[config.mk]
export PLATFORM = sky130hd
export DESIGN_NAME = ccst_fifo
export DESIGN_NICKNAME = d
export VERILOG_FILES = /design/src/sv/ccst_pkg.sv /design/src/sv/ccst_fifo.sv
export SDC_FILE = /design/constraint.sdc
export NUM_CORES = 1
export LEC_CHECK = 0
export BUFFER_PORTS_ARGS = -buffer_cell sky130_fd_sc_hd__buf_4
export CORE_ASPECT_RATIO = 0.75
export CORE_UTILIZATION = 53
export DETAILED_ROUTE_END_ITERATION = 7
export PLACE_DENSITY = 0.89
export SLEW_MARGIN = 0
export SYNTH_ARGS = -nofsm -noshare
export SYNTH_HDL_FRONTEND = slang
export SYNTH_SLANG_ARGS = --single-unit
[constraint.sdc]
create_clock -name clk -period 15.5 [get_ports clk]
set_input_delay 0.775 -clock clk [delete_from_list [all_inputs] [get_ports clk]]
set_output_delay 0.775 -clock clk [all_outputs]
set_load 0.05 [all_outputs]
[src/sv/ccst_pkg.sv]
`timescale 1ns / 1ps

package ccst_pkg;

  // Field and datapath widths
  localparam int COORD_W    = 16;
  localparam int LANES      = 3;
  localparam int NPTS       = 4;
  localparam int IN_W       = LANES * NPTS * COORD_W;
  localparam int OUT_W      = LANES * COORD_W;
  localparam int COEF_W     = 20;
  localparam int BASIS_W    = 2;
  localparam int STEP_W     = 6;
  localparam int S2_W       = 2 * STEP_W;
  localparam int S3_W       = 3 * STEP_W;
  localparam int DEN_W      = S3_W + 3;
  localparam int P0_W       = COEF_W + S3_W + 1;
  localparam int P1_W       = COEF_W + S2_W + 1;
  localparam int P2_W       = COEF_W + STEP_W + 1;
  localparam int NUM_W      = 44;
  localparam int QUO_W      = COORD_W;
  localparam int CNT_W      = 4;
  localparam int CFG_IDX_W  = 1;
  localparam int CFG_DATA_W = 6;

  // Basis codes (code 3 decodes as Bezier)
  localparam logic [BASIS_W-1:0] BASIS_BEZIER  = 2'd0;
  localparam logic [BASIS_W-1:0] BASIS_BSPLINE = 2'd1;
  localparam logic [BASIS_W-1:0] BASIS_CATROM  = 2'd2;

  // Register indexes
  localparam logic [CFG_IDX_W-1:0] REG_BASIS = 1'b0;
  localparam logic [CFG_IDX_W-1:0] REG_STEPS = 1'b1;

  localparam logic [STEP_W-1:0]  STEP_RESET = 6'd16;
  localparam logic [COORD_W-1:0] COORD_MIN  = 16'h8000;
  localparam logic [COORD_W-1:0] COORD_MAX  = 16'h7fff;

  typedef logic signed [COORD_W-1:0] coord_t;
  typedef logic signed [COEF_W-1:0]  coef_t;

  // Monomial coefficients of one coordinate
  typedef struct packed {
    coef_t c3;
    coef_t c2;
    coef_t c1;
    coef_t c0;
  } coef4_t;

  // One queued segment: lane 0 is x, 1 is y, 2 is z
  typedef struct packed {
    coef4_t [LANES-1:0]  lane;
    logic [BASIS_W-1:0] basis;
  } seg_t;

  typedef struct packed {
    logic [BASIS_W-1:0] basis;
    logic [STEP_W-1:0]  steps;
  } cfg_t;

  typedef struct packed {
    logic busy;
    logic pop;
  } back_stat_t;

endpackage

[src/sv/ccst_fifo.sv]
`timescale 1ns / 1ps

module ccst_fifo (
  input  logic           clk,
  input  logic           rst_n,
  input  logic           push,
  input  ccst_pkg::seg_t push_data,
  input  logic           pop,
  output logic           full,
  output logic           valid,
  output ccst_pkg::seg_t head
);

  localparam int Q_DEPTH = 2;
  localparam int Q_PTR_W = $clog2(Q_DEPTH);
  localparam int Q_CNT_W = $clog2(Q_DEPTH + 1);

  ccst_pkg::seg_t     mem [Q_DEPTH];
  logic [Q_PTR_W-1:0] wr_ptr_r;
  logic [Q_PTR_W-1:0] rd_ptr_r;
  logic [Q_CNT_W-1:0] cnt_r;

  assign full  = (cnt_r == Q_CNT_W'(Q_DEPTH));
  assign valid = (cnt_r != '0);
  assign head  = mem[rd_ptr_r];

  // Storage
  always_ff @(posedge clk) begin
    if (push) begin
      mem[wr_ptr_r] <= push_data;
    end
  end

  // Pointers and fill count
  always_ff @(posedge clk) begin
    if (!rst_n) begin
      wr_ptr_r <= '0;
      rd_ptr_r <= '0;
      cnt_r    <= '0;
    end else begin
      if (push) begin
        wr_ptr_r <= wr_ptr_r + 1'b1;
      end
      if (pop) begin
        rd_ptr_r <= rd_ptr_r + 1'b1;
      end
      case ({push, pop})
        2'b10:   cnt_r <= cnt_r + 1'b1;
        2'b01:   cnt_r <= cnt_r - 1'b1;
        default: cnt_r <= cnt_r;
      endcase
    end
  end

endmodule

# Word-level counts from Yosys, hierarchy flattened
# Memories as Yosys holds them, arrays and structs flattened. A register that Yosys moved wholly into a read port is not among the register bits.
# Cells that the tools add are included.
# totals
in_bits,246
mem_bits_rw,484
reg_bits,4
out_inout_bits,244
n_memories,1
word_cells,18
# classes
n_eq_ne,3
n_reduce_logical,2
add_sub_neg,4
mux,5
# memory_table
memory,words,word_bits,read_ports,rd_ports_with_merged_regs,write_ports,line,rtl
mem,2,242,1,1,1,ccst_fifo.sv:18,ccst_pkg::seg_t mem [Q_DEPTH];
# op_table
op,n
2-bit equality test (second input constant),2
1-bit 2-to-1 mux,4
2-bit case mux with 2 select lines,1
2-bit nonzero test,2
1-bit adder (second input constant),2
2-bit by 1-bit adder with 2-bit output (second input constant),1
2-bit by 1-bit equality test with 1-bit output (second input constant),1
2-bit by 1-bit subtractor with 2-bit output (second input constant),1

# Depth between registers and ports, before layout
# logic_depth
word_depth,3
ltp_mapped,5
ltp_nobuf,5

# Worst setup path before layout
# OpenSTA, ideal clock, no wires.
# synth_timing
path_kind,input -> register
start,input push
end,register wr_ptr_r
path_slack_ns,3.616
setup_time_ns,0.106
cell_stages,3
required_ns,15.394
t_arrival_ns,11.778
path_cell_list,inv_1 -> nor2_1 -> o21a_1
# synth_lines
item,line,rtl
"start, declared",ccst_fifo.sv:6,"input logic push,"
"end signal, assigned",ccst_fifo.sv:42,wr_ptr_r <= wr_ptr_r + 1'b1;
"end, declared",ccst_fifo.sv:19,logic [Q_PTR_W-1:0] wr_ptr_r;

==> results.toml <==
[outcome]
status = "finished clean"

[cells_and_area]
drive_above_1_share = 0.604
post-route-util = 0.704
nNetsFinal = 1542
area_delta_synth_final_pct = 29.6
fin_cells = 1784
fill_cells = 2002

[logic_synthesis]
synth-seq-cells = 489
yosysSeqAreaShare = 0.795
syn-num-nets = 1022
ys_types = 19
netlist_instances = 775
syn_area_um2 = 18400
ys_warn_count = 0
syn-mean-instance-area_um2 = 23.8

[worst_setup_path]
critPathLaunchType = "flip-flop"
endpoint_kind = "primary output"
crit_required_ns = 14.73
worstSetupPathType = "reg2out"
critPathArrivalTime_ns = 4.33
crit_top_cell = "buf_4"
cp_cell_sequence = "buf_4 > buf_4 > buf_4 > mux2_4 > buf_4"
max_stage_delay_ns = 0.91
cp_max_fo = 59
slowest_stage = "buf_4"

[global_route]
grt_pass1_wl_um = 57200
grt_pass1_vias = 9389
grt-ovfl-total = 0
grt_usage = 0.220
grt_max_degree = 78
antenna_found_initial = 8

[placed_design]
dp_hpwl_um = 28200
place_inst = 1697
placement.io_buffers = 489
gp_congestion = 0.916

[floorplanning]
die_y_um = 163
dieWidth_um = 217
design.die.area_um2 = 35500
rows = 58
core_um2 = 33900
io_pins = 490
initial_utilization = 0.543

[pwr]
powerDensity_nw_per_um2 = 133
irDropWorstVdd_v = 0.000137
p_leak_nw = 9.29

[timing]
slew_headroom = 0.297
finalClockSkew_ns = 0.00883
min_period_ns = 5.10
tightest_slew_ns = 1.05
timing.final.crit_share = 0.329
setup_tns_ns = 0
fin_hold_ws_ns = 0.410
rsz0062_at_grt = "no"
setup_viol = 0
finalHoldViolCount = 0
max_freq_mhz = 196
timing.final.max_slew_violations = 0

[detailed_routing]
viasPerCell = 5.19
drt-initial-drc-count = 649
avgRoutedWirePerCell_um = 22.8
ant_nets = 0
vias = 9258
drc = 0
drt_first_pass_iters = 5
routed_wl_um = 40700

[cts]
post-cts-setup-buffer-count = 0
cts_hold_buf = 0
cts_tree = "done"
h-tree-depth = 2
clk_pin_slew_ns = 0.06
clockBufferDepth = 3
clockRootBuffer = "clkbuf_16"
cts_buffers = 46
cts_sinks = 489
cts.repair.resized = 0
clk_latency_ns = 0.55

[run]
maxCapViolations = 0

[worst_hold_path]
min_path_type = "in2reg"
==> metrics by stage <==
stage	cell area (um2)	total power (W)	setup WS, ns
finish	23900	0.00318	10.40
global route	23900	0.00327	10.19
CTS	23800	0.00320	10.35
detailed placement	22500	0.00217	10.95
global placement	22500	0.00216	11.02
floorplan	18400	0.00201	3.62
==> area by class of cell <==
class	count	area, um2	area share
multi-input cells	258	3520	0.148
well taps	450	563	0.0236
clock inverters	16	110	0.00461
clock buffers	64	1260	0.0528
inverters	1	3.75	0.000157
repair buffers	499	3750	0.157
flip-flops and latches	489	14600	0.613
diodes	7	17.5	0.000734
==> sequential cells by signal (all words and copies together), names as in the netlist, named ones only <==
register,count
cnt_r,2
mem,484
rd_ptr_r,1
wr_ptr_r,1
==> layer usage <==
layer	routed length, um	vias up	global-route usage
met5	12	-	0
met4	1490	2	0.0951
met3	3930	85	0.0797
met2	20800	474	0.382
met1	14400	4563	0.245
li1	-	4134	-
==> Yosys cell counts, drive strengths merged <==
cell type  count  share of area
a21boi         1        0.00041
and2b          1        0.00041
inv            1        0.00020
dfxtp          5         0.0054
mux2         242           0.18
or2            1        0.00034
and2           4         0.0014
edfxtp       484           0.79
ha             1        0.00068
nor2           1        0.00020
o21ai          1        0.00027
xor2           1        0.00048
or3            1        0.00034
o21a           1        0.00041
nor2b          1        0.00034
buf           27          0.014
xnor2          2        0.00095
==> placed cells by master (no fill, tap or decap), types with 2 or more instances in the layout <==
| cell | n |
|---|---|
| buf_4 | 499 |
| xnor2_1 | 2 |
| clkbuf_1 | 15 |
| dfxtp_1 | 4 |
| inv_6 | 2 |
| edfxtp_1 | 484 |
| diode_2 | 7 |
| clkinv_4 | 2 |
| mux2_2 | 62 |
| clkbuf_8 | 2 |
| and2_1 | 3 |
| clkbuf_16 | 47 |
| clkinv_2 | 3 |
| mux2_4 | 180 |
| clkinv_1 | 8 |
==> path summary, 6_finish.rpt <==
path | start | end | slack [ns] | cells after the start
setup / recovery | flip-flop | head[211] | 10.40 | 5
hold / removal | push_data[124] | mem[0][124] | 0.41 | 1
setup reg to reg | wr_ptr_r | mem[0][159] | 12.09 | 3
hold reg to reg | cnt_r[1] | cnt_r[1] | 0.53 | 2
==> kinds of logic after synthesis <==
kind of cell             synth area share
flip-flops                          0.795
multiplexers                        0.185
buffers and inverters              0.0147
AND/OR/NAND/NOR                   0.00299
AO/OA/AOI/OAI                     0.00109
XOR/XNOR                          0.00143
adder cells (fa/ha/maj)          0.000679
==> worst max-delay path, delay by kind of cell (launching register included) <==
| family | cells | cell delay (ns) |
|---|---|---|
| flops | 1 | 0.68 |
| mux | 1 | 0.36 |
| buf+inv | 4 | 2.59 |
==> where the power goes <==
part,leakage (nW),total [W],internal [W],switching (W)
sequential,4.58,0.00155,0.00153,0.0000228
combinational,4.04,0.000590,0.000221,0.000369
clock,0.667,0.00103,0.000583,0.000451
total,9.29,0.00318,0.00234,0.000843
Note: power is estimated with default switching activity, not from simulation.
