--- src/sv/ccst_pkg.sv ---
`timescale 1ns / 1ps

package ccst_pkg;

  // Field and datapath widths
  localparam int COORD_W    = 16;
  localparam int LANES      = 3;
  localparam int NPTS       = 4;
  localparam int IN_W       = LANES * NPTS * COORD_W;
  localparam int OUT_W      = LANES * COORD_W;
  localparam int COEF_W     = 20;
  localparam int BASIS_W    = 2;
  localparam int STEP_W     = 6;
  localparam int S2_W       = 2 * STEP_W;
  localparam int S3_W       = 3 * STEP_W;
  localparam int DEN_W      = S3_W + 3;
  localparam int P0_W       = COEF_W + S3_W + 1;
  localparam int P1_W       = COEF_W + S2_W + 1;
  localparam int P2_W       = COEF_W + STEP_W + 1;
  localparam int NUM_W      = 44;
  localparam int QUO_W      = COORD_W;
  localparam int CNT_W      = 4;
  localparam int CFG_IDX_W  = 1;
  localparam int CFG_DATA_W = 6;

  // Basis codes (code 3 decodes as Bezier)
  localparam logic [BASIS_W-1:0] BASIS_BEZIER  = 2'd0;
  localparam logic [BASIS_W-1:0] BASIS_BSPLINE = 2'd1;
  localparam logic [BASIS_W-1:0] BASIS_CATROM  = 2'd2;

  // Register indexes
  localparam logic [CFG_IDX_W-1:0] REG_BASIS = 1'b0;
  localparam logic [CFG_IDX_W-1:0] REG_STEPS = 1'b1;

  localparam logic [STEP_W-1:0]  STEP_RESET = 6'd16;
  localparam logic [COORD_W-1:0] COORD_MIN  = 16'h8000;
  localparam logic [COORD_W-1:0] COORD_MAX  = 16'h7fff;

  typedef logic signed [COORD_W-1:0] coord_t;
  typedef logic signed [COEF_W-1:0]  coef_t;

  // Monomial coefficients of one coordinate
  typedef struct packed {
    coef_t c3;
    coef_t c2;
    coef_t c1;
    coef_t c0;
  } coef4_t;

  // One queued segment: lane 0 is x, 1 is y, 2 is z
  typedef struct packed {
    coef4_t [LANES-1:0]  lane;
    logic [BASIS_W-1:0] basis;
  } seg_t;

  typedef struct packed {
    logic [BASIS_W-1:0] basis;
    logic [STEP_W-1:0]  steps;
  } cfg_t;

  typedef struct packed {
    logic busy;
    logic pop;
  } back_stat_t;

endpackage

--- src/sv/ccst_front.sv ---
`timescale 1ns / 1ps

module ccst_front (
  input  logic                     in_tvalid,
  output logic                     in_tready,
  input  logic [ccst_pkg::IN_W-1:0] in_tdata,
  input  ccst_pkg::cfg_t           cfg,
  input  logic                     q_full,
  output logic                     push,
  output ccst_pkg::seg_t           push_data
);

  logic [ccst_pkg::BASIS_W-1:0] basis_norm;

  // Basis matrix times control points, per coordinate
  function automatic ccst_pkg::coef4_t make_coefs(input logic [ccst_pkg::BASIS_W-1:0] basis,
                                                 input ccst_pkg::coord_t a,
                                                 input ccst_pkg::coord_t b,
                                                 input ccst_pkg::coord_t c,
                                                 input ccst_pkg::coord_t d);
    ccst_pkg::coef_t  ea;
    ccst_pkg::coef_t  eb;
    ccst_pkg::coef_t  ec;
    ccst_pkg::coef_t  ed;
    ccst_pkg::coef_t  bc;
    ccst_pkg::coef_t  mid;
    ccst_pkg::coef4_t k;
    ea  = ccst_pkg::COEF_W'(a);
    eb  = ccst_pkg::COEF_W'(b);
    ec  = ccst_pkg::COEF_W'(c);
    ed  = ccst_pkg::COEF_W'(d);
    bc  = eb - ec;
    mid = ea - (eb <<< 1) + ec;
    k.c3 = ed - ea + (bc <<< 1) + bc;
    unique case (basis)
      ccst_pkg::BASIS_BSPLINE: begin
        k.c0 = ea + (eb <<< 2) + ec;
        k.c1 = ((ec - ea) <<< 1) + (ec - ea);
        k.c2 = (mid <<< 1) + mid;
      end
      ccst_pkg::BASIS_CATROM: begin
        k.c0 = eb <<< 1;
        k.c1 = ec - ea;
        k.c2 = (ea <<< 1) - ((eb <<< 2) + eb) + (ec <<< 2) - ed;
      end
      default: begin
        k.c0 = ea;
        k.c1 = ((eb - ea) <<< 1) + (eb - ea);
        k.c2 = (mid <<< 1) + mid;
      end
    endcase
    return k;
  endfunction

  // Accept whenever the queue has room
  assign in_tready = !q_full;
  assign push      = in_tvalid && !q_full;

  // Normalize the basis code so the back end sees only three kinds
  always_comb begin
    unique case (cfg.basis)
      ccst_pkg::BASIS_BSPLINE: basis_norm = ccst_pkg::BASIS_BSPLINE;
      ccst_pkg::BASIS_CATROM:  basis_norm = ccst_pkg::BASIS_CATROM;
      default:                 basis_norm = ccst_pkg::BASIS_BEZIER;
    endcase
  end

  assign push_data.basis = basis_norm;

  // Word field j sits at bits 16j up; point k coordinate l is field 3k + l
  for (genvar l = 0; l < ccst_pkg::LANES; l++) begin : g_lane
    assign push_data.lane[l] = make_coefs(
      cfg.basis,
      $signed(in_tdata[ccst_pkg::COORD_W*(0*ccst_pkg::LANES+l) +: ccst_pkg::COORD_W]),
      $signed(in_tdata[ccst_pkg::COORD_W*(1*ccst_pkg::LANES+l) +: ccst_pkg::COORD_W]),
      $signed(in_tdata[ccst_pkg::COORD_W*(2*ccst_pkg::LANES+l) +: ccst_pkg::COORD_W]),
      $signed(in_tdata[ccst_pkg::COORD_W*(3*ccst_pkg::LANES+l) +: ccst_pkg::COORD_W]));
  end

endmodule

--- config.mk ---
export PLATFORM = sky130hd
export DESIGN_NAME = ccst_front
export DESIGN_NICKNAME = d
export VERILOG_FILES = /design/src/sv/ccst_pkg.sv /design/src/sv/ccst_front.sv
export SDC_FILE = /design/constraint.sdc
export NUM_CORES = 2
export LEC_CHECK = 0
export CORE_UTILIZATION = 50
export DETAILED_ROUTE_END_ITERATION = 7
export DONT_BUFFER_PORTS = 1
export SYNTH_ARGS = -nofsm -noshare
export SYNTH_HDL_FRONTEND = slang
export SYNTH_SLANG_ARGS = --single-unit
--- constraint.sdc ---
create_clock -name vclk -period 9.3
set_input_delay 1.86 -clock vclk [all_inputs]
set_output_delay 1.86 -clock vclk [all_outputs]
set_load 0.1 [all_outputs]
After elaboration in Yosys (flattened, before gate mapping). Cells that the tools add are included.

$add $sub $neg: 51. $mul: 0. Divide/modulo/power cells: 0. Order comparisons: 0. Equal/unequal tests: 2. Shift-type cells: 0. Muxes and demuxes: 4. Bitwise logic cells: 0. Reductions and logical operators: 2.

Operators by type and width (count): 60-bit one-hot mux with 2 select lines (3); 16-bit by 16-bit subtractor with 17-bit output (12); 18-bit by 16-bit adder with 19-bit output (6); 19-bit by 16-bit adder with 20-bit output (3); 19-bit by 17-bit adder with 20-bit output (3); 20-bit by 18-bit adder with 20-bit output (3); 20-bit by 19-bit adder with 20-bit output (3); 20-bit adder (3); 17-bit by 19-bit subtractor with 20-bit output (3); 20-bit by 16-bit subtractor with 20-bit output (3); 16-bit by 18-bit adder with 19-bit output (3); 17-bit by 18-bit adder with 19-bit output (3); 18-bit by 17-bit adder with 19-bit output (3); 16-bit by 17-bit subtractor with 18-bit output (3); 2-bit one-hot mux with 2 select lines (1); 2-bit by 1-bit equality test with 1-bit output, second input constant (1); 2-bit equality test, second input constant (1); 1-bit logical AND (1); 1-bit logical NOT (1).

Bits in registers: 0. Bits in latches: 0. RAM bits: 0. Bits in read-only memories: 0. Input bits: 202. Word-level logic and storage cells: 59. Memories: 0.

Logic depth before layout (Yosys ltp).
Depth after elaboration: 5. Depth in mapped cells: 24. Depth with buffers taken out: 24.

Worst setup path before layout. No wires, ideal clock.

Path kind: input to output. From: input port in_tdata[34] in the netlist's numbering. To: output port push_data[220] in the netlist's numbering. Arrival time: 7.674 ns. Setup slack: -0.234 ns. Stages: 19. Cells stage by stage: inv_1 -> fa_1 -> inv_1 -> ha_1 -> a21oi_1 -> o21ai_1 -> a211oi_1 -> nor2_1 -> o41a_1 -> a41o_1 -> o41ai_2 -> xnor2_1 -> ha_1 -> a21o_1 -> a21oi_1 -> nor2b_1 -> a311oi_1 -> xor2_1 -> o21ai_0.

RTL lines: start, declared (RTL line ccst_front.sv:6) `input logic [ccst_pkg::IN_W-1:0] in_tdata,`; end, declared (RTL line ccst_front.sv:10) `output ccst_pkg::seg_t push_data`.

==> flow_summary.rst <==
.. list-table::
   :header-rows: 1

   * - Metric
     - Value
   * - Result of the run
     - complete, no violations
   * - Cell type of the slowest stage on the worst timing path
     - fa_1
   * - Smallest setup slack after layout
     - 0.255 ns
   * - Global-route total usage across every layer
     - 0.298
   * - Post-Synthesis Cell Area
     - 32900 um2
   * - Top cell by count, worst path
     - inv_1
   * - Capturing element type of the critical path
     - primary output
   * - Fraction of post-synthesis cell area in the top cell type by area
     - 0.226
   * - Wire length on met2
     - 47500 um
   * - Total buffers and inverters traversed by the critical path
     - 6
   * - Average routed wire per standard cell
     - 19.8 um
   * - Final Wtd Congestion
     - roughly 0.92
   * - Placed cell areas
     - 36500 um2
   * - Number of vias in the routed layout
     - 29741
   * - Critical Path Fanout Max
     - 5
   * - Critical path startpoint
     - in_tdata[48]
   * - Crit start category
     - input port
   * - Count of buffers from port buffering
     - 0
   * - Count of clock buffers in the final design
     - 0
   * - Die width
     - roughly 260 um
   * - Count of max-cap constraint violations
     - 0
   * - Largest stage delay, worst path
     - 0.51 ns
   * - Synthesized-area fraction occupied by ao, oa, aoi and oai cells
     - 0.251
   * - Aggregate routed wire length
     - approximately 100000 um
   * - Number of sequential cells in the layout
     - 0
   * - Worst slew margin relative to its limit
     - 0.135
   * - Maximum frequency from static timing analysis
     - roughly 110 MHz
   * - Post-route met1 wirelength
     - ~46000 um
   * - Number of nets still failing antenna checks after routing
     - 0
   * - Number of antenna violations at the first check in global routing
     - 0
   * - Global-route wire length before repair
     - 160000 um
   * - Initial cell density of the core
     - 0.508
   * - Layout Area Growth over Synthesis
     - 11.1%
   * - Largest cells by area after synthesis
     - fa_1 23%, ha_1 20%, inv_1 7.9%, xnor2_1 7.2%, a21oi_1 5.1%
   * - Setup repair after global routing missed its margin
     - false
   * - Critical path data required time
     - roughly 7.4 ns
   * - Worst slack, placed
     - 0.0383 ns
   * - Setup-failing EPs final
     - 0
   * - Top cell family by delay on the critical path
     - compound AO/OA/AOI/OAI gates
   * - Period utilization
     - 0.973
   * - Startpoint of the lowest-slack hold path
     - q_full
   * - Avg Cell Area, Syn
     - 7.93 um2
   * - Top metal layer carrying routed signals
     - met4
   * - Die height
     - approximately 260 um
   * - Crit Path Class
     - in2out
   * - Post-Synth XOR/XNOR Area
     - 0.108
   * - Pin slew with the least headroom to its limit
     - between 1 and 1.5 ns
   * - Arrival time of data at the critical path endpoint
     - between 7 and 8 ns
   * - Inserted Diodes
     - 0
   * - Worst hold-check slack
     - approximately 3.9 ns
   * - Final HPWL from detailed placement
     - 87500 um
   * - Net count after synthesis
     - 5267
   * - Gate count of the mapped netlist
     - 4157
   * - GRT overflow
     - 0
   * - Setup TNS Final
     - 0 ns
   * - Largest net degree at the start of global routing
     - 46
   * - Iteration count of the initial detailed-routing pass
     - 5
   * - Fraction of final layout cells with drive strength greater than 1
     - 0.110
   * - Min Tclk post-route
     - between 9 and 10 ns
   * - Via count of the first global-routing pass
     - about 30000
   * - Top-level I/O count
     - ~450
   * - Via-per-instance ratio
     - between 5 and 6
   * - Routed wire length on met3
     - 5810 um
   * - Post-synthesis sequential area ratio
     - 0
   * - Area fraction in and, or, nand and nor cells after synthesis
     - 0.123
   * - Number of unique standard cell types used by synthesis
     - 84
   * - Register area
     - 0 um2
   * - Filler Cells Inserted
     - 6143
   * - Final design instance area without fill
     - around 37000 um2
   * - Dominant combinational cell family by area after synthesis
     - adder cells
   * - Die Outline Area
     - approximately 67000 um2
   * - DRC
     - 0
   * - Post-CTS Hold Buffers
     - 0
   * - Final Net Count
     - approximately 5400
   * - Number of rows in the core area
     - a little over 90
   * - Share of synthesized cell area in full adder, half adder and majority cells
     - 0.430
   * - Core outline area
     - approximately 65000 um2
   * - Final hold violations
     - 0
   * - Multiplexer share of the synthesized area
     - 0.00186
   * - Number of DRC markers after the initial detailed-route iteration
     - just over 2000
   * - Number of synthesis warnings
     - 0
   * - Number of pins with negative max-slew slack in the final report
     - 0
   * - Hold/Removal Path Class
     - in2out
   * - Cell taking the most area after synthesis
     - fa_1
synthesized netlist by cell type, drive strengths merged, types with 71 or more instances:
cell type	instances
a21oi	336
nor3	98
nor2	212
ha	536
nand2	203
a21o	141
xnor2	272
fa	372
xor2	134
inv	697
o21ai	209
o21a	71
per-layer routing:
layer / up-vias / GRT usage
met2: 669 / 0.504
met3: 89 / 0.0393
met5: - / 0
li1: 14741 / -
met4: 0 / 0.0549
met1: 14242 / 0.406
stage by stage:
| step | std cells | util |
|---|---|---|
| floorplan | 4157 | - |
| global placement | 5118 | 0.563 |
| detailed placement | 5118 | 0.563 |
| CTS | 5118 | 0.563 |
| global route | 5118 | 0.565 |
| finish | 5118 | 0.565 |
layout by cell type, fill, tap and decap left out, types with 21 or more instances in the layout:
| cell type | n |
|---|---|
| inv_1 | 696 |
| ha_1 | 534 |
| fa_1 | 372 |
| a21oi_1 | 268 |
| xnor2_1 | 231 |
| nor2_1 | 205 |
| nand2_1 | 201 |
| o21ai_0 | 157 |
| buf_4 | 156 |
| a21o_1 | 141 |
| xor2_1 | 128 |
| nor3_1 | 98 |
| o21a_1 | 71 |
| a21oi_2 | 68 |
| nand3_1 | 63 |
| a221oi_1 | 55 |
| nand2b_1 | 54 |
| o21bai_1 | 53 |
| nor2b_1 | 47 |
| a211oi_1 | 47 |
| o21ai_2 | 47 |
| xnor2_2 | 41 |
| and3_1 | 40 |
| o22ai_2 | 39 |
| a31oi_1 | 36 |
| or3_1 | 34 |
| a22oi_1 | 26 |
| a211o_1 | 21 |
| or2_2 | 21 |
path summary, 6_finish.rpt:
check,to,cells past startpoint,slack [ns]
setup / recovery,push_data[81],25,0.25
hold / removal,push,1,3.90
cell type report:
type               count  area, um2  area share
multi-input cells   3396      31500       0.860
repair buffers       169       1440      0.0393
well taps            855       1070      0.0292
inverters            698       2620      0.0716
kinds of logic after synthesis:
kind of cell | count (synthesis)
xor gates and xnor gates | 406
AOI/OAI and AO/OA | 1241
buffers and inverters | 761
and+or+nand+nor | 835
muxes | 6
adders and majority gates | 908
what timing repair did:
action / CTS / global route
buffers inserted: 0 / 0
hold endpoints to repair: 0 / 0
endpoints found under the setup margin: 0 / 12
gates resized for setup: 0 / 25
Power is left out: the tool's default activity adds up to more than one toggle a clock period on the data nets, which glitch-free logic cannot reach.
